[config.mk]
export PLATFORM = sky130hd
export DESIGN_NAME = wildcard_rule_packet_classifier_unit
export DESIGN_NICKNAME = d
export VERILOG_FILES = /design/src/sv/wrpc_pkg.sv /design/src/sv/wildcard_rule_packet_classifier_unit.sv /design/src/sv/wrpc_ctrl.sv /design/src/sv/wrpc_datapath.sv
export SDC_FILE = /design/constraint.sdc
export NUM_CORES = 2
export LEC_CHECK = 0
export BUFFER_PORTS_ARGS = -buffer_cell sky130_fd_sc_hd__buf_4
export CORE_MARGIN = 1
export CORE_UTILIZATION = 45
export DETAILED_ROUTE_END_ITERATION = 8
export SYNTH_ARGS = -nofsm -noshare
export SYNTH_HDL_FRONTEND = slang
export SYNTH_SLANG_ARGS = --single-unit
[constraint.sdc]
create_clock -name clk -period 15.9 [get_ports clk]
set_input_delay 0.795 -clock clk [delete_from_list [all_inputs] [get_ports clk]]
set_output_delay 0.795 -clock clk [all_outputs]
set_load 0.01 [all_outputs]
[src/sv/wrpc_pkg.sv]
package wrpc_pkg;

  localparam int RULE_SLOTS_DEF = 16;

  localparam int IN_TDATA_W  = 136;
  localparam int OUT_TDATA_W = 16;

  localparam logic [7:0] PROTO_TCP = 8'd6;
  localparam logic [7:0] PROTO_UDP = 8'd17;

  localparam int WILD_SRC   = 0;
  localparam int WILD_DST   = 1;
  localparam int WILD_PROTO = 2;
  localparam int WILD_APP   = 3;
  localparam int WILD_SPORT = 4;
  localparam int WILD_DPORT = 5;

  localparam logic [1:0] ST_CLASSIFIED = 2'd0;
  localparam logic [1:0] ST_ADDED      = 2'd1;
  localparam logic [1:0] ST_FULL       = 2'd2;

  localparam logic CMD_CLASSIFY = 1'b0;
  localparam logic CMD_APPEND   = 1'b1;

  typedef enum logic [1:0] {
    RES_ADDED,
    RES_FULL,
    RES_PASS,
    RES_HIT
  } res_sel_t;

  typedef struct packed {
    logic        cmd;
    logic [31:0] src_addr;
    logic [31:0] dst_addr;
    logic [7:0]  protocol;
    logic [15:0] app_type;
    logic [15:0] src_port;
    logic [15:0] dst_port;
    logic [5:0]  code_point;
    logic [5:0]  wild_mask;
    logic        is_ipv4;
    logic        app_tagged;
    logic        ports_present;
  } item_t;

  typedef struct packed {
    logic [31:0] src_addr;
    logic [31:0] dst_addr;
    logic [7:0]  protocol;
    logic [15:0] app_type;
    logic [15:0] src_port;
    logic [15:0] dst_port;
    logic [5:0]  dscp;
    logic [5:0]  wild_mask;
  } rule_t;

  typedef struct packed {
    logic     load;
    logic     write;
    logic     issue;
    logic     res_load;
    res_sel_t res_sel;
    logic     out_load;
  } ctl_cmd_t;

  typedef struct packed {
    logic is_append;
    logic full;
    logic is_ipv4;
    logic scan_end;
    logic pending;
    logic hit;
  } dp_stat_t;

endpackage

[src/sv/wildcard_rule_packet_classifier_unit.sv]
// First-match rule classifier. An append transfer (tuser 1) stores one marking
// rule in the next free slot of the rule memory and answers with its slot, or
// with table full. A classify transfer (tuser 0) is compared against the
// stored rules in insertion order and the first matching rule supplies the
// DSCP; with no match the packet's own DSCP passes, and non-IPv4 gets 0. One
// item is handled at a time. An append or a non-IPv4 packet is answered
// without a scan. A classify reads the stored rules one per cycle through the
// single registered read port of the rule memory and stops at the first match
// or after the last stored rule. A finished result waits in the output
// register while the next item is taken in.
module wildcard_rule_packet_classifier_unit import wrpc_pkg::*; #(
  parameter int RULE_SLOTS = RULE_SLOTS_DEF
) (
  input  logic                   clk,
  input  logic                   rst,
  input  logic                   s_tvalid,
  output logic                   s_tready,
  // src_addr, dst_addr, protocol, app_type, src_port, dst_port,
  // code_point, wild_mask, is_ipv4, app_tagged, ports_present, zero pad
  input  logic [IN_TDATA_W-1:0]  s_tdata,
  // cmd
  input  logic                   s_tuser,
  output logic                   m_tvalid,
  input  logic                   m_tready,
  // result_dscp, matched, rule_index, zero pad
  output logic [OUT_TDATA_W-1:0] m_tdata,
  // status
  output logic [1:0]             m_tuser
);

  item_t      item_in;
  ctl_cmd_t   cmd;
  dp_stat_t   stat;
  logic [1:0] out_status;
  logic [5:0] out_dscp;
  logic       out_matched;
  logic [3:0] out_index;

  always_comb begin
    item_in.cmd           = s_tuser;
    item_in.src_addr      = s_tdata[31:0];
    item_in.dst_addr      = s_tdata[63:32];
    item_in.protocol      = s_tdata[71:64];
    item_in.app_type      = s_tdata[87:72];
    item_in.src_port      = s_tdata[103:88];
    item_in.dst_port      = s_tdata[119:104];
    item_in.code_point    = s_tdata[125:120];
    item_in.wild_mask     = s_tdata[131:126];
    item_in.is_ipv4       = s_tdata[132];
    item_in.app_tagged    = s_tdata[133];
    item_in.ports_present = s_tdata[134];
  end

  wrpc_ctrl u_ctrl (
    .clk       (clk),
    .rst       (rst),
    .in_valid  (s_tvalid),
    .in_ready  (s_tready),
    .out_valid (m_tvalid),
    .out_ready (m_tready),
    .stat      (stat),
    .cmd       (cmd)
  );

  wrpc_datapath #(
    .RULE_SLOTS (RULE_SLOTS)
  ) u_datapath (
    .clk         (clk),
    .rst         (rst),
    .item_in     (item_in),
    .cmd         (cmd),
    .stat        (stat),
    .out_status  (out_status),
    .out_dscp    (out_dscp),
    .out_matched (out_matched),
    .out_index   (out_index)
  );

  assign m_tuser = out_status;
  assign m_tdata = {5'd0, out_index, out_matched, out_dscp};

endmodule

[src/sv/wrpc_ctrl.sv]
module wrpc_ctrl import wrpc_pkg::*; (
  input  logic     clk,
  input  logic     rst,
  input  logic     in_valid,
  output logic     in_ready,
  output logic     out_valid,
  input  logic     out_ready,
  input  dp_stat_t stat,
  output ctl_cmd_t cmd
);

  typedef enum logic [1:0] {
    S_IDLE,
    S_DECIDE,
    S_SCAN,
    S_RESULT
  } state_t;

  state_t state;
  state_t state_next;
  logic   out_free;

  assign in_ready = (state == S_IDLE);
  assign out_free = !out_valid || out_ready;

  always_comb begin
    state_next   = state;
    cmd          = '0;
    cmd.res_sel  = RES_PASS;
    case (state)
      S_IDLE: begin
        if (in_valid) begin
          cmd.load   = 1'b1;
          state_next = S_DECIDE;
        end
      end
      S_DECIDE: begin
        if (stat.is_append) begin
          cmd.write    = !stat.full;
          cmd.res_load = 1'b1;
          cmd.res_sel  = stat.full ? RES_FULL : RES_ADDED;
          state_next   = S_RESULT;
        end else if (!stat.is_ipv4) begin
          cmd.res_load = 1'b1;
          cmd.res_sel  = RES_PASS;
          state_next   = S_RESULT;
        end else begin
          state_next = S_SCAN;
        end
      end
      S_SCAN: begin
        if (stat.hit) begin
          cmd.res_load = 1'b1;
          cmd.res_sel  = RES_HIT;
          state_next   = S_RESULT;
        end else if (stat.scan_end && !stat.pending) begin
          cmd.res_load = 1'b1;
          cmd.res_sel  = RES_PASS;
          state_next   = S_RESULT;
        end else begin
          cmd.issue = !stat.scan_end;
        end
      end
      S_RESULT: begin
        if (out_free) begin
          cmd.out_load = 1'b1;
          state_next   = S_IDLE;
        end
      end
      default: begin
        state_next = S_IDLE;
      end
    endcase
  end

  always_ff @(posedge clk) begin
    if (rst) begin
      state     <= S_IDLE;
      out_valid <= 1'b0;
    end else begin
      state <= state_next;
      if (cmd.out_load) begin
        out_valid <= 1'b1;
      end else if (out_ready) begin
        out_valid <= 1'b0;
      end
    end
  end

endmodule

[src/sv/wrpc_datapath.sv]
module wrpc_datapath import wrpc_pkg::*; #(
  parameter int RULE_SLOTS = RULE_SLOTS_DEF
) (
  input  logic        clk,
  input  logic        rst,
  input  item_t       item_in,
  input  ctl_cmd_t    cmd,
  output dp_stat_t    stat,
  output logic [1:0]  out_status,
  output logic [5:0]  out_dscp,
  output logic        out_matched,
  output logic [3:0]  out_index
);

  localparam int IDX_W = (RULE_SLOTS > 1) ? $clog2(RULE_SLOTS) : 1;
  localparam int CNT_W = $clog2(RULE_SLOTS + 1);
  localparam int EXT_W = (IDX_W > 4) ? IDX_W : 4;

  item_t            item;
  rule_t            mem [RULE_SLOTS];
  rule_t            rd_data;
  logic [IDX_W-1:0] rd_idx;
  logic             rd_vld;
  logic [CNT_W-1:0] count;
  logic [CNT_W-1:0] ptr;

  logic [1:0]       res_status;
  logic [5:0]       res_dscp;
  logic             res_hit;
  logic [IDX_W-1:0] res_idx;
  logic [EXT_W-1:0] res_idx_ext;

  logic             ports_ok;
  logic             match;
  rule_t            wr_rule;

  assign ports_ok = item.ports_present && (item.protocol inside {PROTO_TCP, PROTO_UDP});

  always_comb begin
    match = 1'b1;
    if (!rd_data.wild_mask[WILD_SRC] && rd_data.src_addr != item.src_addr) begin
      match = 1'b0;
    end
    if (!rd_data.wild_mask[WILD_DST] && rd_data.dst_addr != item.dst_addr) begin
      match = 1'b0;
    end
    if (!rd_data.wild_mask[WILD_PROTO] && rd_data.protocol != item.protocol) begin
      match = 1'b0;
    end
    if (!rd_data.wild_mask[WILD_APP] && item.app_tagged &&
        rd_data.app_type != item.app_type) begin
      match = 1'b0;
    end
    if (!rd_data.wild_mask[WILD_SPORT] &&
        !(ports_ok && rd_data.src_port == item.src_port)) begin
      match = 1'b0;
    end
    if (!rd_data.wild_mask[WILD_DPORT] &&
        !(ports_ok && rd_data.dst_port == item.dst_port)) begin
      match = 1'b0;
    end
  end

  always_comb begin
    wr_rule.src_addr  = item.src_addr;
    wr_rule.dst_addr  = item.dst_addr;
    wr_rule.protocol  = item.protocol;
    wr_rule.app_type  = item.app_type;
    wr_rule.src_port  = item.src_port;
    wr_rule.dst_port  = item.dst_port;
    wr_rule.dscp      = item.code_point;
    wr_rule.wild_mask = item.wild_mask;
  end

  assign stat.is_append = (item.cmd == CMD_APPEND);
  assign stat.full      = (count == CNT_W'(RULE_SLOTS));
  assign stat.is_ipv4   = item.is_ipv4;
  assign stat.scan_end  = (ptr >= count);
  assign stat.pending   = rd_vld;
  assign stat.hit       = rd_vld && match;

  // rule memory, one write and one registered read port
  always_ff @(posedge clk) begin
    if (cmd.write) begin
      mem[count[IDX_W-1:0]] <= wr_rule;
    end
    if (cmd.issue) begin
      rd_data <= mem[ptr[IDX_W-1:0]];
      rd_idx  <= ptr[IDX_W-1:0];
    end
  end

  always_ff @(posedge clk) begin
    if (rst) begin
      count  <= '0;
      ptr    <= '0;
      rd_vld <= 1'b0;
    end else begin
      if (cmd.write) begin
        count <= count + CNT_W'(1);
      end
      if (cmd.load) begin
        ptr <= '0;
      end else if (cmd.issue) begin
        ptr <= ptr + CNT_W'(1);
      end
      rd_vld <= cmd.issue;
    end
  end

  always_ff @(posedge clk) begin
    if (cmd.load) begin
      item <= item_in;
    end
  end

  always_ff @(posedge clk) begin
    if (cmd.res_load) begin
      case (cmd.res_sel)
        RES_ADDED: begin
          res_status <= ST_ADDED;
          res_dscp   <= '0;
          res_hit    <= 1'b0;
          res_idx    <= count[IDX_W-1:0];
        end
        RES_FULL: begin
          res_status <= ST_FULL;
          res_dscp   <= '0;
          res_hit    <= 1'b0;
          res_idx    <= '0;
        end
        RES_HIT: begin
          res_status <= ST_CLASSIFIED;
          res_dscp   <= rd_data.dscp;
          res_hit    <= 1'b1;
          res_idx    <= rd_idx;
        end
        default: begin
          res_status <= ST_CLASSIFIED;
          res_dscp   <= item.is_ipv4 ? item.code_point : 6'd0;
          res_hit    <= 1'b0;
          res_idx    <= '0;
        end
      endcase
    end
  end

  assign res_idx_ext = EXT_W'(res_idx);

  always_ff @(posedge clk) begin
    if (cmd.out_load) begin
      out_status  <= res_status;
      out_dscp    <= res_dscp;
      out_matched <= res_hit;
      out_index   <= res_idx_ext[3:0];
    end
  end

endmodule

Word-level counts from Yosys, hierarchy flattened
Memories as Yosys holds them, arrays and structs flattened. A register that Yosys moved wholly into a read port is not among the register bits.
Index checks and enable logic that the tools add are counted.
{"block": "totals", "memories": 1, "romBits": 0, "elab_cells": 116, "regBits": 180, "latch_bits": 0, "mem_bits_rw": 2112, "input_bits": 141, "out_inout_bits": 20}
{"block": "classes", "n_eq_ne": 17, "n_mux": 37, "multipliers": 0, "add_sub_neg": 2, "div_mod_pow": 0, "n_lt_le_gt_ge": 1, "reduce_logical": 32, "bitwise": 0, "n_shift": 0}
{"name": "u_datapath.mem", "depth": 16, "width": 132, "rd": 1, "rd_ports_with_merged_regs": 1, "wr": 1, "line": "wrpc_datapath.sv:20", "text": "rule_t mem [RULE_SLOTS];"}
{"op": "$ne A32 B32 Y1", "count": 2}
{"op": "$eq A16 B16 Y1", "count": 2}
{"op": "$mux W1", "count": 23}
{"op": "$ne A16 B16 Y1", "count": 1}
{"op": "$logic_and A1 B1 Y1", "count": 12}
{"op": "$logic_not A1 Y1", "count": 12}
{"op": "$mux W3", "count": 4}
{"op": "$pmux W6 S2", "count": 1}
{"op": "$add A5 B1 Y5 const B", "count": 2}
{"op": "$eq A8 B3 Y1 const B", "count": 1}
{"op": "$eq A8 B5 Y1 const B", "count": 1}
{"op": "$mux W2", "count": 4}
{"op": "$ne A8 B8 Y1", "count": 1}
{"op": "$pmux W2 S4", "count": 1}
{"op": "$pmux W4 S2", "count": 1}
{"op": "$eq A2 B2 Y1 const B", "count": 3}
{"op": "$mux W6", "count": 1}
{"op": "$pmux W3 S2", "count": 1}
{"op": "$eq A5 B5 Y1 const B", "count": 1}
{"op": "$ge A5 B5 Y1", "count": 1}
{"op": "$eq A2 B1 Y1 const B", "count": 2}
{"op": "$logic_not A2 Y1", "count": 2}
{"op": "$pmux W2 S2", "count": 1}
{"op": "$reduce_bool A2 Y1", "count": 2}
{"op": "other kinds (6)", "count": 7}

Logic depth before layout (Yosys ltp)
{"block": "depth", "word_depth": 14, "ltp_mapped": 13, "depth_no_buf": 12}

Hierarchy
Synthesis repeated with hierarchy kept, for this count alone.
{"block": "hier_totals", "hier_cells": 3597, "hier_area_um2": 90722.0}
{"module": "wrpc_datapath", "cells_each": 3554, "area_each_um2": 90385.4, "seq_area_each_um2": 72589.6, "instances": 1}
{"module": "wrpc_ctrl", "cells_each": 36, "area_each_um2": 287.8, "seq_area_each_um2": 60.1, "instances": 1}
{"module": "wildcard_rule_packet_classifier_unit", "cells_each": 7, "area_each_um2": 48.8, "seq_area_each_um2": 0.0, "instances": 1}

Worst setup path before layout
OpenSTA, ideal clock, no wires.
{"block": "synth_timing", "path_kind": "register -> register", "startpoint": "reg u_datapath.count[0]", "endpoint": "mem u_datapath.mem[3][0] (netlist bit) (enable)", "path_slack_ns": 4.919, "arrival_time_ns": 10.197, "path_stages_with_launch": 6, "path_cell_list": "dfxtp_1 > inv_1 > ha_1 > a41oi_2 > nand2_1 > nor3_1"}
{"block": "synth_via", "elab_chain_len": 6}
{"element": "start, declared", "line": "wrpc_datapath.sv:24", "text": "logic [CNT_W-1:0] count;"}
{"element": "start signal, assigned", "line": "wrpc_datapath.sv:100", "text": "count <= count + CNT_W'(1);"}
{"element": "$eq A5 B5 Y1", "line": "wrpc_datapath.sv:76", "text": "assign stat.full = (count == CNT_W'(RULE_SLOTS));"}
{"element": "$logic_not A1 Y1", "line": "wrpc_ctrl.sv:39", "text": "cmd.write = !stat.full;"}
{"element": "$mux W1", "line": "wrpc_ctrl.sv:38", "text": "if (stat.is_append) begin"}
{"element": "$mux W1", "line": "wrpc_ctrl.sv:30", "text": "case (state)"}
{"element": "$mux W1", "line": "wrpc_datapath.sv:84", "text": "if (cmd.write) begin"}
{"element": "$mux W1 (implied by the code)", "line": "wrpc_datapath.sv:85", "text": "mem[count[IDX_W-1:0]] <= wr_rule;"}
{"element": "end, declared", "line": "wrpc_datapath.sv:20"}
Parallel ways exist; a longest one is shown, timed or not.

Worst setup path in the final report
{"block": "layout_timing", "startpoint": "reg u_datapath.ptr[1]", "endpoint": "reg, netlist name u_datapath.rd_data[62]"}
{"block": "layout_via", "elab_chain_len": 5, "word_cells_on_any_way": 6, "classes_between": "order compare (1); mux (3); reduce/logical (2)"}
{"element": "start, declared", "line": "wrpc_datapath.sv:25", "text": "logic [CNT_W-1:0] ptr;"}
{"element": "start signal, assigned", "line": "wrpc_datapath.sv:105", "text": "ptr <= ptr + CNT_W'(1);"}
{"element": "$ge A5 B5 Y1", "line": "wrpc_datapath.sv:78", "text": "assign stat.scan_end = (ptr >= count);"}
{"element": "$logic_not A1 Y1 / $logic_and A1 B1 Y1 (equally long branches)", "line": "wrpc_ctrl.sv:61, wrpc_ctrl.sv:56"}
{"element": "$mux W1", "line": "wrpc_ctrl.sv:56", "text": "end else if (stat.scan_end && !stat.pending) begin"}
{"element": "$mux W1", "line": "wrpc_ctrl.sv:52", "text": "if (stat.hit) begin"}
{"element": "$mux W1", "line": "wrpc_ctrl.sv:30"}
Parallel ways exist; a longest one is shown, timed or not.
A chain may end at the register's enable or synchronous reset.

==> impl_metrics.toml <==
[timing]
fin_ws_ps = 10370
relSlewSlack_pct = 22.6
rsz0062_at_grt = "false"
fmax_mhz = 181
hold_viol_final = 0
tightest_slew_ps = 1160
setup_violations = 0
finClkSkew_ps = 69.6
fin_crit_ps = 5530
fin_tns_setup_ps = 0
slew_violations = 0
fin_crit_sh_pct = 34.8

[setup_path]
setup.worst_path.end_class = "register"
cp_max_fo = 61
rr_startpoint = "u_datapath.ptr[1]"
critPathSlowestCell = "dfxtp_4"
critPathLaunch = "u_datapath.ptr[1]"
max_stage_delay_ps = 1010
path_buf_inv = 4
cpMostUsedCell = "buf_4"
reg2reg_depth = 6
critical_path.startpoint_type = "register"
path_cells = "buf_4, buf_4, buf_4, buf_4, mux4_2, mux4_2"
cp.depth = 6
endpoint = "u_datapath.rd_data[62]"
r2r-end = "u_datapath.rd_data[62]"
path_delay_family = "buffers and inverters"
reg2reg_slack_ps = 10370
worstPathRequired_ps = 16460
worstPathArrival_ps = 6090
critPathKind = "register to register"

[synthesis]
syn_area_mm2 = 0.0906
synthArstFlopShare_pct = 0
synthCells = 3563
synth_area_per_cell_um2 = 25.4
ys_seq_area_share_pct = 80.2
ys.flop_type = "edfxtp_1"
ys_ff_latch = 2424
yosysWarningCount = 0
synth_edf_count = 2410
synthDistinctLibCells = 44

[clock_tree]
cts_tree = "done"
cts_buffers = 239
cts_resized = 0
post-cts-setup-buffers = 0
clk_path_buf_depth = 3
cts_htree_levels = 4
clk_pin_slew_ps = 60
cts.sinks = 2424
cts_hold_buf = 0
insertion_delay_ps = 890
clock-root-buffer = "clkbuf_16"

[outcome]
failed_checks = "DRC"
status = "finished, violations left"

[route]
drcViolationCount = 30
drt_iter0_drc = 3834
vias_per_cell = 5.78
antenna_left = 0
post_drt_wl_per_cell_um = 29.6
drtPass1Iterations = 9
wl_mm = 199
vias = 38900

[layout]
drive_gt1_share_pct = 30.1
area_growth_pct = 13.2
fin_cells = 6727
nets = 4036

[global_routing]
grt_overflow = 0
grt_first_pass_wirelength_mm = 289
antenna_found_initial = 6
grt_usage_pct = 19.8
grt_pass1_vias = 41000
grt_max_degree = 101

[run]
max_cap_viol_count = 0

[placement]
place_inst = 6292
pre_cts_ws_ps = 10360
place_congestion = 0.719
portBuffers = 154
hpwlAfterDp_mm = 94.0

[die]
ioPinCount = 161
die_y_um = 451
num_rows = 164
core_mm2 = 0.200
start_util_pct = 45.3
die_width_um = 451
die_area_mm2 = 0.203

[power_and_ir_drop]
peakVddDrop_mv = 0.116
powerDensity_mw_per_mm2 = 136
p_leak_nw = 30.6

[worst_hold_path]
hold_class = "input port to register"
## area by class of cell
type | count | area (µm²)
multi-input combinational | 966 | 17300
clock buffer | 305 | 6250
timing repair buffer | 227 | 1840
inverter | 19 | 71.3
antenna | 2 | 5.00
fill | 15400 | 97300
tap | 2656 | 3320
sequential | 2424 | 72700
clock inverter | 128 | 1110
## cells in the final DEF (no fill, tap or decap), types with 4 or more instances in the layout
master / Yosys / layout
a21oi_1: 6 / 6
nor4_1: 11 / 10
clkbuf_16: 0 / 239
buf_4: 6 / 216
buf_12: 0 / 11
nor2_1: 28 / 15
edfxtp_1: 2410 / 2410
nand2_1: 21 / 21
clkinv_2: 0 / 41
a32o_1: 5 / 5
nor3_1: 9 / 5
clkbuf_1: 86 / 64
inv_6: 0 / 5
dfxtp_4: 0 / 4
a21o_1: 4 / 4
dfxtp_1: 14 / 10
conb_1: 1 / 5
nor2b_1: 6 / 6
o31ai_1: 6 / 6
nand4_1: 28 / 28
nor2_4: 0 / 13
inv_1: 19 / 19
o21ai_0: 5 / 5
clkinv_16: 0 / 7
xor2_1: 16 / 16
nor3_2: 0 / 4
clkinv_1: 0 / 57
bufinv_16: 0 / 12
mux4_2: 660 / 660
xnor2_1: 110 / 110
ha_1: 18 / 18
## where the power goes
group	internal [mW]	leakage, nW	switching [mW]
clock network	2.96	3.58	2.36
logic	0.258	5.17	0.375
registers	7.61	21.9	0.371
total	10.8	30.6	3.11
## synthesized netlist by cell type, types with 6 or more instances
cell type,instances,area share (%)
a21oi_1,6,0.033
buf_1,10,0.041
buf_2,55,0.30
buf_4,6,0.050
clkbuf_1,86,0.36
dfxtp_1,14,0.31
edfxtp_1,2410,80
ha_1,18,0.25
inv_1,19,0.079
mux4_2,660,16
nand2_1,21,0.087
nand4_1,28,0.19
nor2_1,28,0.12
nor2b_1,6,0.041
nor3_1,9,0.050
nor4_1,11,0.076
o31ai_1,6,0.050
xnor2_1,110,1.1
xor2_1,16,0.15
## registers in the layout, summed over array words and instances, names as in the netlist
name,count
u_ctrl.out_valid,1
u_ctrl.state,2
u_datapath.count,5
u_datapath.item,134
u_datapath.mem,2112
u_datapath.out_dscp,6
u_datapath.out_index,4
u_datapath.out_matched,1
u_datapath.out_status,2
u_datapath.ptr,5
u_datapath.rd_data,132
u_datapath.rd_idx,4
u_datapath.rd_vld,1
u_datapath.res_dscp,6
u_datapath.res_hit,1
u_datapath.res_idx,4
u_datapath.res_status,2
u_datapath.stat,2
## cell families (layout without fill, tap and decap cells)
| logic type | after synthesis | count (layout) | synth area share [%] |
|---|---|---|---|
| buffers and inverters | 177 | 679 | 0.843 |
| muxes | 663 | 663 | 16.4 |
| other | 1 | 7 | 0.00414 |
| DFF | 2424 | 2424 | 80.2 |
| AOI/OAI and AO/OA | 38 | 38 | 0.341 |
| adders and majority gates | 18 | 18 | 0.249 |
| and+or+nand+nor | 116 | 116 | 0.669 |
| xor gates and xnor gates | 126 | 126 | 1.22 |
## how the worst min path moves through the flow
stage                     cells after the start  slack [ps]                startpoint                       end
after floorplan                               0         400    u_datapath.res_dscp[0]    u_datapath.out_dscp[0]
after global placement                        0         400  u_datapath.res_status[1]  u_datapath.out_status[1]
after detailed placement                      0         410     u_datapath.res_idx[2]   u_datapath.out_index[2]
after CTS                                     1           7              s_tdata[128]        u_datapath.item[5]
after global routing                          1          30              s_tdata[121]       u_datapath.item[10]
final                                         1          80              s_tdata[128]        u_datapath.item[5]
## through the flow
stage                     area [µm²]  utilization, %  hold slack (ps)  total power, mW
after detailed placement       95200            47.6              409             8.77
final                         103000            51.3             82.1             13.9
after global placement         95200            47.6              403             8.74
after floorplan                90600               -              400             8.39
after CTS                     103000            51.3             6.75             14.1
after global routing          103000            51.3             29.5             14.4
## metal layers
metal | share of wire, % | track usage [%] | up-vias
li1 | - | - | 16000
met2 | 51 | 32.9 | 1105
met3 | 5.3 | 3.00 | 235
met4 | 1.7 | 4.30 | 0
met1 | 42 | 27.9 | 21500
met5 | 0 | 0 | -
(Power assumes the default switching activity.)
